## config.mk

```make
export PLATFORM = sky130hd
export DESIGN_NAME = relative_path_escape_check_core_flat
export DESIGN_NICKNAME = d
export VERILOG_FILES = /design/src/hw/rtl/rpec_pkg.sv /design/src/hw/rtl/rpec_intf.sv /design/src/hw/rtl/relative_path_escape_check_core.sv /design/src/flat_wrapper.sv
export SDC_FILE = /design/constraint.sdc
export NUM_CORES = 1
export LEC_CHECK = 0
export BUFFER_PORTS_ARGS = -buffer_cell sky130_fd_sc_hd__buf_2
export CORE_MARGIN = 3
export CORE_UTILIZATION = 54
export CTS_BUF_LIST = sky130_fd_sc_hd__clkbuf_8
export DETAILED_ROUTE_END_ITERATION = 10
export GPL_TIMING_DRIVEN = 0
export PLACE_DENSITY_LB_ADDON = 0.12
export SLEW_MARGIN = 10
export SYNTH_ARGS = -nofsm -noshare
export SYNTH_HDL_FRONTEND = slang
export SYNTH_SLANG_ARGS = --single-unit
```

## constraint.sdc

```tcl
create_clock -name i_clk -period 3.8 [get_ports i_clk]
set_clock_uncertainty 0.2 [all_clocks]
set_input_delay 0.76 -clock i_clk [delete_from_list [all_inputs] [get_ports i_clk]]
set_output_delay 0.76 -clock i_clk [all_outputs]
set_load 0.05 [all_outputs]
```

## src/hw/rtl/rpec_pkg.sv

```systemverilog
`timescale 1ns / 1ps
// ----------------------------------------------------------------------------
// rpec_pkg
// Shared types and constants for the relative path escape checker.
// ----------------------------------------------------------------------------
package rpec_pkg;

    localparam int unsigned OUT_DEPTH_W = 16;

    localparam logic [7:0] CH_SLASH = 8'h2F;
    localparam logic [7:0] CH_DOT   = 8'h2E;

    typedef enum logic [1:0] {
        PH_START = 2'd0,
        PH_DOT1  = 2'd1,
        PH_DOT2  = 2'd2,
        PH_ORD   = 2'd3
    } t_phase;

endpackage

```

## src/hw/rtl/rpec_intf.sv

```systemverilog
`timescale 1ns / 1ps
// ----------------------------------------------------------------------------
// rpec interfaces
// Valid/ready channels for path bytes in and check results out.
// ----------------------------------------------------------------------------
interface rpec_in_if;
    logic       valid;
    logic       ready;
    logic [7:0] path_byte;
    logic       byte_present;
    logic       end_of_path;

    modport source (output valid, output path_byte, output byte_present,
                    output end_of_path, input ready);
    modport sink   (input valid, input path_byte, input byte_present,
                    input end_of_path, output ready);
endinterface

interface rpec_out_if;
    logic                             valid;
    logic                             ready;
    logic                             path_ok;
    logic [rpec_pkg::OUT_DEPTH_W-1:0] final_depth;

    modport source (output valid, output path_ok, output final_depth, input ready);
    modport sink   (input valid, input path_ok, input final_depth, output ready);
endinterface

```

## src/hw/rtl/relative_path_escape_check_core.sv

```systemverilog
`timescale 1ns / 1ps
// ----------------------------------------------------------------------------
// relative_path_escape_check_core
// Byte-wise scan of a relative path; reports whether it climbs above root.
// ----------------------------------------------------------------------------
//  channel  | dir | transaction
//  ---------+-----+------------------------------------------------------
//  i_in     | in  | one path byte (or none) plus end-of-path flag
//  o_out    | out | path_ok and final_depth, one per end-of-path item
//
//  One byte per cycle while i_in.ready is high: the scan state updates at each accepted transaction.
//  A result appears in the output register the cycle after its end-of-path item is accepted.
//  i_in.ready drops only while a result is held and o_out.ready is low.
//  Synchronous active-low reset returns the scan to component start.
// ----------------------------------------------------------------------------
module relative_path_escape_check_core #(
    parameter int unsigned DEPTH_WIDTH = 16
) (
    input  logic        i_clk,
    input  logic        i_rst_n,
    rpec_in_if.sink     i_in,
    rpec_out_if.source  o_out
);
    import rpec_pkg::*;

    t_phase                 r_phase, n_phase;
    logic [DEPTH_WIDTH-1:0] r_depth, n_depth;
    logic                   r_escaped, n_escaped;
    logic                   r_out_valid;
    logic                   r_path_ok;
    logic [OUT_DEPTH_W-1:0] r_final_depth;

    logic                   in_acc;
    logic                   do_raise;
    logic                   do_lower;
    logic [DEPTH_WIDTH-1:0] upd_depth;
    logic                   upd_escaped;
    logic [DEPTH_WIDTH+OUT_DEPTH_W-1:0] depth_ext;

    assign i_in.ready = !r_out_valid || o_out.ready;
    assign in_acc     = i_in.valid && i_in.ready;

    always_comb begin
        n_phase  = r_phase;
        do_raise = 1'b0;
        do_lower = 1'b0;
        if (i_in.byte_present) begin
            case (r_phase)
                PH_START, PH_DOT1: begin
                    if (i_in.path_byte == CH_SLASH) begin
                        n_phase = PH_START;
                    end else if (i_in.path_byte == CH_DOT) begin
                        n_phase = (r_phase == PH_START) ? PH_DOT1 : PH_DOT2;
                    end else begin
                        n_phase  = PH_ORD;
                        do_raise = 1'b1;
                    end
                end
                PH_DOT2: begin
                    if (i_in.path_byte == CH_SLASH) begin
                        n_phase  = PH_START;
                        do_lower = 1'b1;
                    end else begin
                        n_phase  = PH_ORD;
                        do_raise = 1'b1;
                    end
                end
                default: begin
                    if (i_in.path_byte == CH_SLASH) begin
                        n_phase = PH_START;
                    end
                end
            endcase
        end
        // trailing ".." counts as if a slash followed
        if (i_in.end_of_path && n_phase == PH_DOT2) begin
            do_lower = 1'b1;
        end

        upd_depth   = r_depth;
        upd_escaped = r_escaped;
        if (!r_escaped) begin
            if (do_raise && r_depth != {DEPTH_WIDTH{1'b1}}) begin
                upd_depth = r_depth + 1'b1;
            end else if (do_lower) begin
                if (r_depth == '0) begin
                    upd_escaped = 1'b1;
                end else begin
                    upd_depth = r_depth - 1'b1;
                end
            end
        end

        if (i_in.end_of_path) begin
            n_phase   = PH_START;
            n_depth   = '0;
            n_escaped = 1'b0;
        end else begin
            n_depth   = upd_depth;
            n_escaped = upd_escaped;
        end
    end

    assign depth_ext = {{OUT_DEPTH_W{1'b0}}, upd_depth};

    always_ff @(posedge i_clk) begin
        if (!i_rst_n) begin
            r_phase     <= PH_START;
            r_depth     <= '0;
            r_escaped   <= 1'b0;
            r_out_valid <= 1'b0;
        end else begin
            if (in_acc) begin
                r_phase   <= n_phase;
                r_depth   <= n_depth;
                r_escaped <= n_escaped;
            end
            if (in_acc && i_in.end_of_path) begin
                r_out_valid <= 1'b1;
            end else if (o_out.ready) begin
                r_out_valid <= 1'b0;
            end
        end
    end

    always_ff @(posedge i_clk) begin
        if (in_acc && i_in.end_of_path) begin
            r_path_ok     <= !upd_escaped;
            r_final_depth <= depth_ext[OUT_DEPTH_W-1:0];
        end
    end

    assign o_out.valid       = r_out_valid;
    assign o_out.path_ok     = r_path_ok;
    assign o_out.final_depth = r_final_depth;

    a_result_follows_end: assert property (@(posedge i_clk) disable iff (!i_rst_n)
        in_acc && i_in.end_of_path |=> r_out_valid)
        else $error("no result after end of path");

    a_scan_restarts: assert property (@(posedge i_clk) disable iff (!i_rst_n)
        in_acc && i_in.end_of_path |=> r_phase == PH_START && r_depth == '0 && !r_escaped)
        else $error("scan state not cleared after end of path");

    a_escape_holds_depth: assert property (@(posedge i_clk) disable iff (!i_rst_n)
        r_escaped && !(in_acc && i_in.end_of_path) |=> $stable(r_depth) && r_escaped)
        else $error("depth moved after escape");

    a_no_lost_result: assert property (@(posedge i_clk) disable iff (!i_rst_n)
        r_out_valid && !o_out.ready |-> !i_in.ready)
        else $error("input taken while result stalled");

endmodule
```

## src/flat_wrapper.sv

```systemverilog
// flat-port wrapper written by rule: the top's interface ports become plain ports
module relative_path_escape_check_core_flat import rpec_pkg::*;
#(
    parameter int unsigned DEPTH_WIDTH = 16
)
  (i_clk, i_rst_n, i_in_valid, i_in_path_byte, i_in_byte_present, i_in_end_of_path, i_in_ready, o_out_valid, o_out_path_ok, o_out_final_depth, o_out_ready);
  rpec_in_if i_in_i ();
  rpec_out_if o_out_i ();
  input  logic i_clk;
  input  logic i_rst_n;
  input wire logic [$bits(i_in_i.valid)-1:0] i_in_valid;
  input wire logic [$bits(i_in_i.path_byte)-1:0] i_in_path_byte;
  input wire logic [$bits(i_in_i.byte_present)-1:0] i_in_byte_present;
  input wire logic [$bits(i_in_i.end_of_path)-1:0] i_in_end_of_path;
  output wire logic [$bits(i_in_i.ready)-1:0] i_in_ready;
  output wire logic [$bits(o_out_i.valid)-1:0] o_out_valid;
  output wire logic [$bits(o_out_i.path_ok)-1:0] o_out_path_ok;
  output wire logic [$bits(o_out_i.final_depth)-1:0] o_out_final_depth;
  input wire logic [$bits(o_out_i.ready)-1:0] o_out_ready;
  assign i_in_i.valid = i_in_valid;
  assign i_in_i.path_byte = i_in_path_byte;
  assign i_in_i.byte_present = i_in_byte_present;
  assign i_in_i.end_of_path = i_in_end_of_path;
  assign i_in_ready = i_in_i.ready;
  assign o_out_valid = o_out_i.valid;
  assign o_out_path_ok = o_out_i.path_ok;
  assign o_out_final_depth = o_out_i.final_depth;
  assign o_out_i.ready = o_out_ready;
  relative_path_escape_check_core #(.DEPTH_WIDTH(DEPTH_WIDTH)) u_core (.i_clk(i_clk), .i_rst_n(i_rst_n), .i_in(i_in_i), .o_out(o_out_i));
endmodule
```

* Word level (Yosys, flattened, before mapping)
Cells that the tools add are included.
Storage, ports and cells: register bits 37, output and inout port bits 19, logic and storage cells 54
Operators by class: $add $sub $neg 2, equal/unequal tests 6, multiplexer cells 29, reduce and logical (&&, ||, !) cells 11
Operators by type and width (number):
- 2-to-1 mux 16 bit | 5
- adder 16 x 1 -> 16 bit (second input constant) | 1
- equality test 8 x 6 -> 1 bit (second input constant) | 2
- zero test 16 bit | 1
- inequality test 16 bit (second input constant) | 1
- subtractor 16 x 1 -> 16 bit (second input constant) | 1
- 2-to-1 mux 1 bit | 15
- 2-to-1 mux 2 bit | 7
- equality test 2 bit (second input constant) | 2
- logical AND 1 bit | 4
- case mux 2 bit (2 select lines) | 1
- equality test 2 x 1 -> 1 bit (second input constant) | 1
- zero test 1 bit | 2
- zero test 2 bit | 1
- case mux 1 bit (2 select lines) | 1
- nonzero test 2 bit | 1
- OR reduction 2 bit | 1
- logical OR 1 bit | 1

* Longest topological paths before layout
Gate-level depths: netlist of run 1.
depth in word-level cells 13, mapped depth 9

* Worst setup path before layout of run 1
OpenSTA, ideal clock, no wires.
path type input-to-reg, start point input i_in_path_byte[4], end point register u_core.r_final_depth[12] (netlist: u_core.o_out.final_depth[12]) (data pin), arrival 2.629 ns, setup slack 0.701 ns, stages on the path 5, cell sequence or4b_4 -> o311a_1 -> or4_1 -> a221oi_2 -> xor2_1
Between the ends: cells in the longest elaborated chain, start to end 11, elaborated cells on any way between the ends 23
RTL lines:
- from (decl) | RTL line flat_wrapper.sv:12 | input wire logic [$bits(i_in_i.path_byte)-1:0] i_in_path_byte;
- equality test 8 x 6 -> 1 bit | RTL line relative_path_escape_check_core.sv:52 | end else if (i_in.path_byte == CH_DOT) begin
- 2-to-1 mux 2 bit | RTL line relative_path_escape_check_core.sv:52
- 2-to-1 mux 2 bit | RTL line relative_path_escape_check_core.sv:50 | if (i_in.path_byte == CH_SLASH) begin
- case mux 2 bit (2 select lines) | RTL line relative_path_escape_check_core.sv:48 | case (r_phase)
- 2-to-1 mux 2 bit | RTL line relative_path_escape_check_core.sv:47 | if (i_in.byte_present) begin
- equality test 2 bit | RTL line relative_path_escape_check_core.sv:76 | if (i_in.end_of_path && n_phase == PH_DOT2) begin
- logical AND 1 bit | RTL line relative_path_escape_check_core.sv:76
- 2-to-1 mux 1 bit | RTL line relative_path_escape_check_core.sv:76
- 2-to-1 mux 16 bit | RTL line relative_path_escape_check_core.sv:85 | end else if (do_lower) begin
- 2-to-1 mux 16 bit (*) | RTL line relative_path_escape_check_core.sv:83 | if (do_raise && r_depth != {DEPTH_WIDTH{1'b1}}) begin
- 2-to-1 mux 16 bit (*) | RTL line relative_path_escape_check_core.sv:82 | if (!r_escaped) begin
- net u_core.upd_depth[12] | RTL line relative_path_escape_check_core.sv:36 | logic [DEPTH_WIDTH-1:0] upd_depth;
- to (signal assigned) | RTL line relative_path_escape_check_core.sv:129 | r_final_depth <= depth_ext[OUT_DEPTH_W-1:0];
- to (decl) | RTL line relative_path_escape_check_core.sv:31 | logic [OUT_DEPTH_W-1:0] r_final_depth;
The timed path passes the listed nets; every way through them passes the cells marked *. A chain may end at the register's enable or synchronous reset.

* Final worst setup path of run 1
start point input i_in_path_byte[4], end point register u_core.r_depth[4]
Between the ends: cells in the longest elaborated chain, start to end 12, elaborated cells on any way between the ends 24
RTL lines:
- equality test 8 x 6 -> 1 bit | RTL line relative_path_escape_check_core.sv:52
- 2-to-1 mux 2 bit | RTL line relative_path_escape_check_core.sv:52
- 2-to-1 mux 2 bit | RTL line relative_path_escape_check_core.sv:50
- case mux 2 bit (2 select lines) | RTL line relative_path_escape_check_core.sv:48
- 2-to-1 mux 2 bit | RTL line relative_path_escape_check_core.sv:47
- equality test 2 bit | RTL line relative_path_escape_check_core.sv:76
- logical AND 1 bit | RTL line relative_path_escape_check_core.sv:76
- 2-to-1 mux 1 bit | RTL line relative_path_escape_check_core.sv:76
- 2-to-1 mux 16 bit | RTL line relative_path_escape_check_core.sv:85
- 2-to-1 mux 16 bit (*) | RTL line relative_path_escape_check_core.sv:83
- 2-to-1 mux 16 bit (*) | RTL line relative_path_escape_check_core.sv:82
- 2-to-1 mux 16 bit (*) | RTL line relative_path_escape_check_core.sv:94 | if (i_in.end_of_path) begin
- to (signal assigned) | RTL line relative_path_escape_check_core.sv:115 | r_depth <= n_depth;
- to (decl) | RTL line relative_path_escape_check_core.sv:27 | logic [DEPTH_WIDTH-1:0] r_depth, n_depth;
Mark *: on every way between the ends. The rest lies on a longest branch, timed or not.

==> impl_metrics.py, run 1 <==
metrics = {
    "timing": {
        "whs_ns": 0.348,
        "fmax_ghz": 0.315,
        "hold_viol": 0,
        "slew_headroom_pct": 50.0,
        "worst_pin_slew_ns": 0.739,
        "tns_ns": 0,
        "fin_crit_ns": 3.18,
        "setup_slack_ns": 0.624,
        "setup_violations": 0,
        "slew_violations": 0,
        "post-route-period-util_pct": 83.6,
        "rsz0062_at_grt": "false",
    },
    "critical_path": {
        "critical_path.max_fanout": 10,
        "r2r_cells": 9,
        "critPathMaxStageDelay_ns": 0.66,
        "crit_path_start": "i_in_path_byte[4]",
        "cp_slowest_cell": "o311ai_1",
        "crit_path_frequent_cell": "buf_2",
        "timing.rr.end": "u_core.r_depth[4]",
        "critical_path_class": "in2reg",
        "cp_data_arrival_time_ns": 3.20,
        "cp-end-kind": "register",
        "crit_required_ns": 3.82,
        "worst_setup_path_start_kind": "input port",
        "reg2reg_slack_ns": 0.78,
        "endpoint": "u_core.r_depth[4]",
        "cp_cell_sequence": "buf_2 -> or4b_4 -> o311ai_1 -> a21o_1 -> buf_4 -> a21oi_1 -> buf_2 -> a211o_1 -> a31oi_1",
        "r2r-start": "u_core.r_depth[0]",
    },
    "finish": {
        "register_area_um2": 911,
        "drive_gt1_share_pct": 16.4,
        "diodes": 0,
        "final_util_pct": 64.8,
        "stdcell_area_um2": 2650,
        "nets": 321,
        "fillerInstances": 369,
        "final_cells": 355,
        "multi_input_area_um2": 1320,
        "syn2layout_area_growth_pct": 13.0,
    },
    "routing": {
        "first_iter_violations": 231,
        "drtPass1Iterations": 6,
        "route.vias.total": 2266,
        "drc": 0,
        "antenna_left": 0,
        "wire_per_inst_um": 17.0,
        "avgViaCountPerCell": 6.38,
        "wl_um": 6050,
    },
    "global_route": {
        "grt_max_degree": 18,
        "grt_pass1_vias": 2042,
        "grt-ovfl-total": 0,
        "grt_usage_pct": 25.1,
        "grt_pass1_wl_um": 9980,
        "antenna_found_initial": 0,
    },
    "logic_synthesis": {
        "async_flop_share_pct": 0,
        "netlist.area_leader.share_pct": 21.8,
        "synth_nets": 282,
        "yosysWarnings": 0,
        "ys.flop_type": "dfxtp_1",
        "netlist_instances": 265,
        "yosys.area.top_type": "edfxtp_1",
        "yosys-top-cells-area": "edfxtp_1, dfxtp_1, nand2_1, xnor2_1, or3_1",
        "synth_edf_count": 17,
        "ys_seq_elements": 37,
        "synthDistinctLibCells": 59,
        "syn_area_per_cell_um2": 8.85,
        "syn_area_um2": 2340,
        "synth-seq-area-share_pct": 38.8,
    },
    "clock_tree": {
        "cts_hold_buf": 0,
        "cts_resized": 0,
        "cts_tree": "yes",
        "clock-root-buffer": "clkbuf_8",
        "ctsLongestPathBuffers": 2,
        "cts_buffers": 5,
        "cts_sinks": 37,
        "cts.htree.levels": 2,
        "clkLatencyLatePin_ns": 0.30,
        "cts.clk_slew.worst_paths_ns": 0.07,
        "cts_setup_buffers": 0,
    },
    "floorplan": {
        "die_h_um": 71.9,
        "io_pins": 33,
        "initial_core_util_pct": 57.4,
        "fp.dieArea_um2": 5170,
        "num_rows": 23,
        "coreArea_um2": 4090,
        "die_w_um": 71.9,
    },
    "placement": {
        "dp.cells": 347,
        "hpwl_um": 4300,
        "port_buffers": 32,
        "gp_congestion": 0.919,
        "dp_slack_ns": 0.322,
        "dpl_cell_area_um2": 2570,
    },
    "pwr": {
        "p_clk_share_pct": 29.3,
        "ir_worst_vdd_v": 0.000162,
        "p_comb_share_pct": 21.4,
        "power.density_nw_per_um2": 338,
        "intPower_mw": 0.618,
        "power.switching_mw": 0.278,
        "p_leak_nw": 1.02,
        "p_sw_share_pct": 31.0,
        "pwr-share-seq_pct": 49.4,
        "power_mw": 0.896,
    },
    "run": {
        "max_cap_violations": 0,
    },
    "run_status": {
        "status": "complete, no violations",
    },
    "hold_path": {
        "hold_path_class": "reg2reg",
    },
}
[Yosys cell counts (all sizes together), types with 4 or more instances]
| master | instances |
|---|---|
| o31ai | 4 |
| nand4 | 5 |
| nor2 | 18 |
| or4 | 7 |
| nand2 | 33 |
| o311ai | 5 |
| edfxtp | 17 |
| inv | 10 |
| o21ai | 4 |
| a21oi | 11 |
| nand3 | 9 |
| or3 | 11 |
| a211o | 4 |
| dfxtp | 20 |
| nor3 | 10 |
| a31oi | 6 |
| xor2 | 7 |
| a21o | 4 |
| clkbuf | 13 |
| mux2i | 5 |
| o32a | 4 |
| xnor2 | 8 |
| buf | 6 |
[critical path: cells and delay by family]
family	cells	cell delay, ns
simple gates	1	0.56
compound gates	5	1.37
buf+inv	3	0.51
[power groups by stage]
| stage | Clock [mW] | Sequential (mW) | Combinational (mW) |
|---|---|---|---|
| finish | 0.262 | 0.442 | 0.191 |
| floorplan | 0 | 0.484 | 0.106 |
| global route | 0.281 | 0.444 | 0.208 |
| detailed placement | 0 | 0.451 | 0.189 |
| global placement | 0 | 0.451 | 0.186 |
| CTS | 0.266 | 0.442 | 0.189 |
[cell type report]
| type | instances | share of cell area (%) |
|---|---|---|
| Clock inverter | 3 | 0.472 |
| Buffer | 19 | 3.07 |
| Multi-Input combinational cell | 199 | 49.6 |
| Timing Repair Buffer | 32 | 6.05 |
| Inverter | 10 | 1.42 |
| Tap cell | 50 | 2.36 |
| Sequential cell | 37 | 34.4 |
| Clock buffer | 5 | 2.60 |
[sequential cells by signal (all words and copies together) (netlist names)]
signal,cells
u_core.o_out.final_depth,16
u_core.r_depth,16
u_core.r_phase,2
u_core.o_out.path_ok,1
u_core.o_out.valid,1
u_core.r_escaped,1
[worst min-delay path by stage]
stage / startpoint / end / cells past startpoint
finish: u_core.o_out.valid / u_core.o_out.valid / 2
global route: u_core.r_depth[10] / u_core.r_depth[10] / 2
CTS: u_core.o_out.valid / u_core.o_out.valid / 2
detailed placement: u_core.o_out.valid / u_core.o_out.valid / 2
global placement: u_core.o_out.valid / u_core.o_out.valid / 2
floorplan: u_core.r_depth[10] / u_core.r_depth[10] / 2
[layer usage]
| metal | track usage (%) | wire length (µm) | part of all wire (%) | vias up |
|---|---|---|---|---|
| li1 | - | - | - | 1089 |
| met1 | 32.8 | 2460 | 41 | 1054 |
| met2 | 40.8 | 2890 | 48 | 109 |
| met3 | 5.40 | 583 | 9.6 | 14 |
| met4 | 9.39 | 114 | 1.9 | 0 |
| met5 | 0 | 0 | 0 | - |
[kinds of logic (layout without fill, tap and decap cells)]
| logic type | Yosys count | after routing | share of synthesized area, % |
|---|---|---|---|
| DFF | 37 | 37 | 38.8 |
| adders and majority gates | 3 | 3 | 1.60 |
| xor gates and xnor gates | 15 | 15 | 5.60 |
| buffers and inverters | 29 | 69 | 5.07 |
| muxes | 5 | 5 | 2.13 |
| and+or+nand+nor | 111 | 111 | 25.1 |
| AOI/OAI and AO/OA | 65 | 65 | 21.6 |
[layout by cell type, fill, tap and decap left out, types with 3 or more instances in the layout]
| master | netlist | routed |
|---|---|---|
| mux2i_1 | 5 | 5 |
| and3_1 | 3 | 3 |
| a21o_1 | 4 | 4 |
| o21ai_0 | 4 | 4 |
| or4_1 | 7 | 7 |
| clkbuf_1 | 13 | 13 |
| o31ai_1 | 4 | 4 |
| clkbuf_8 | 0 | 5 |
| a211o_1 | 4 | 4 |
| nor3_1 | 10 | 10 |
| o311ai_0 | 4 | 4 |
| nand2_1 | 33 | 33 |
| nand3_1 | 9 | 9 |
| a211oi_1 | 3 | 3 |
| edfxtp_1 | 17 | 17 |
| nor2_1 | 18 | 18 |
| nand4_1 | 5 | 5 |
| a31oi_1 | 6 | 6 |
| a21oi_1 | 10 | 10 |
| ha_1 | 3 | 3 |
| dfxtp_1 | 20 | 20 |
| xor2_1 | 7 | 7 |
| o32a_1 | 4 | 4 |
| xnor2_1 | 8 | 8 |
| inv_1 | 10 | 10 |
| buf_2 | 5 | 37 |
| or3_1 | 11 | 11 |
Note: power is estimated with default switching activity, not from simulation.
==> run 2, diff against run 1 <==
- clock period: 3.8 -> 2.9 ns (I/O delays scaled with it)
==> impl_metrics.py, run 2 (synthesis results as in run 1) <==
metrics = {
    "routing": {
        "avgViaCountPerCell": 6.32,
        "first_iter_violations": 252,
        "wl_um": 6290,
        "drc": 0,
        "route.vias.total": 2245,
        "antenna_left": 0,
        "wire_per_inst_um": 17.7,
        "drtPass1Iterations": 5,
    },
    "timing": {
        "tns_ns": -0.0232,
        "hold_viol": 0,
        "setup_violations": 1,
        "slew_violations": 0,
        "fmax_ghz": 0.342,
        "worst_pin_slew_ns": 0.727,
        "setup_slack_ns": -0.0232,
        "slew_headroom_pct": 51.5,
        "fin_crit_ns": 2.92,
        "rsz0062_at_grt": "true",
        "post-route-period-util_pct": 101,
    },
    "finish": {
        "final_common_cell": "buf_2",
        "fillerInstances": 344,
        "nets": 322,
        "syn2layout_area_growth_pct": 17.6,
        "final_cell_mix": "buf_2, nand2_1, dfxtp_1, nor2_1, edfxtp_1",
        "stdcell_area_um2": 2760,
        "drive_gt1_share_pct": 19.0,
        "diodes": 0,
    },
    "critical_path": {
        "worst_setup_path_start_kind": "input port",
        "cp_data_arrival_time_ns": 2.93,
        "critical_path_class": "in2reg",
        "crit_required_ns": 2.91,
        "r2r_cells": 9,
        "cp-end-kind": "register",
        "critical_path.max_fanout": 8,
    },
    "placement": {
        "hpwl_um": 4290,
        "gp_congestion": 0.909,
        "dpl_cell_area_um2": 2580,
        "port_buffers": 32,
    },
    "hold_path": {
        "min_path_cells": 2,
        "hold_path_class": "reg2reg",
    },
    "run_status": {
        "violations": "setup timing",
        "status": "complete, but fails checks",
    },
    "clock_tree": {
        "clock-root-buffer": "clkbuf_8",
        "clkLatencyLatePin_ns": 0.29,
        "cts_sinks": 37,
        "ctsLongestPathBuffers": 2,
        "cts.clk_slew.worst_paths_ns": 0.07,
        "cts.htree.levels": 2,
        "cts_tree": "yes",
        "cts_buffers": 5,
        "cts_hold_buf": 0,
    },
    "floorplan": {
        "initial_core_util_pct": 57.4,
        "fp.dieArea_um2": 5170,
        "die_w_um": 71.9,
        "coreArea_um2": 4090,
        "io_pins": 33,
        "die_h_um": 71.9,
        "num_rows": 23,
    },
    "pwr": {
        "power.density_nw_per_um2": 438,
        "p_leak_nw": 1.08,
        "ir_worst_vdd_v": 0.000210,
    },
    "global_route": {
        "grt-ovfl-total": 0,
        "grt_usage_pct": 24.9,
        "grt_pass1_wl_um": 9920,
        "grt_max_degree": 18,
        "grt_pass1_vias": 1997,
        "antenna_found_initial": 0,
    },
    "run": {
        "max_cap_violations": 0,
    },
}
==> run 2: changes by cell type in the layout (fill, tap and decap cells not counted), sizes merged <==
cell | before | now
clkbuf | 18 | 19
clkinv | 3 | 0
inv | 10 | 11
buf | 38 | 39
==> run 2: cell type report <==
cell class                      count  area (µm²)  share of cell area (%)
Multi-Input combinational cell    199        1410                    51.1
Sequential cell                    37         911                    33.0
Timing Repair Buffer               33         168                    6.08
Buffer                             19        83.8                    3.04
Clock buffer                        6        82.6                    2.99
Tap cell                           50        62.6                    2.27
Inverter                           10        37.5                    1.36
Clock inverter                      1        3.75                   0.136
==> run 2: repair_timing <==
action	4_1_cts	5_1_grt
pin swaps	0	2
gates cloned	0	0
endpoints found under the setup margin	13	24
setup buffers	0	1
resized for setup	3	13
==> run 2: routing by layer <==
layer	up-vias	wire length, µm	track usage (%)
li1	1090	-	-
met1	1023	2660	33.0
met2	112	2890	39.8
met3	20	556	5.26
met4	0	174	9.60
met5	-	0	0
==> run 2: path summary, 6_finish.rpt <==
check / from / slack [ns] / end
setup reg to reg: u_core.r_depth[0] / 0.13 / u_core.o_out.final_depth[0]
hold reg to reg: u_core.o_out.valid / 0.34 / u_core.o_out.valid
setup / recovery: i_in_path_byte[4] / -0.02 / u_core.r_depth[14]
hold / removal: u_core.o_out.valid / 0.34 / u_core.o_out.valid
==> run 2: worst max-delay path: stages <==
cell and delay [ns]:
buf_2 0.10, or4b_4 0.58, a2111o_1 0.44, a21o_4 0.29, o21a_1 0.22, or4b_1 0.51, a31oi_1 0.21
==> run 2: stage by stage <==
stage / hold slack (ns) / total power, mW / setup slack, ns / util [%] / cells
final: 0.339 / 1.21 / -0.0232 / 67.5 / 355
after global routing: 0.400 / 1.26 / -0.0589 / 67.5 / 355
after CTS: 0.345 / 1.19 / -0.0162 / 65.6 / 354
after detailed placement: 0.330 / 0.839 / -0.353 / 63.1 / 347
after global placement: 0.326 / 0.835 / -0.347 / 63.1 / 347
after floorplan: 0.303 / 0.774 / 0.00516 / - / 265
==> run 2: power by group <==
group | total [mW] | switching, mW | internal, mW
sequential | 0.580 | 0.0103 | 0.570
combinational | 0.271 | 0.183 | 0.0880
clock | 0.356 | 0.172 | 0.185
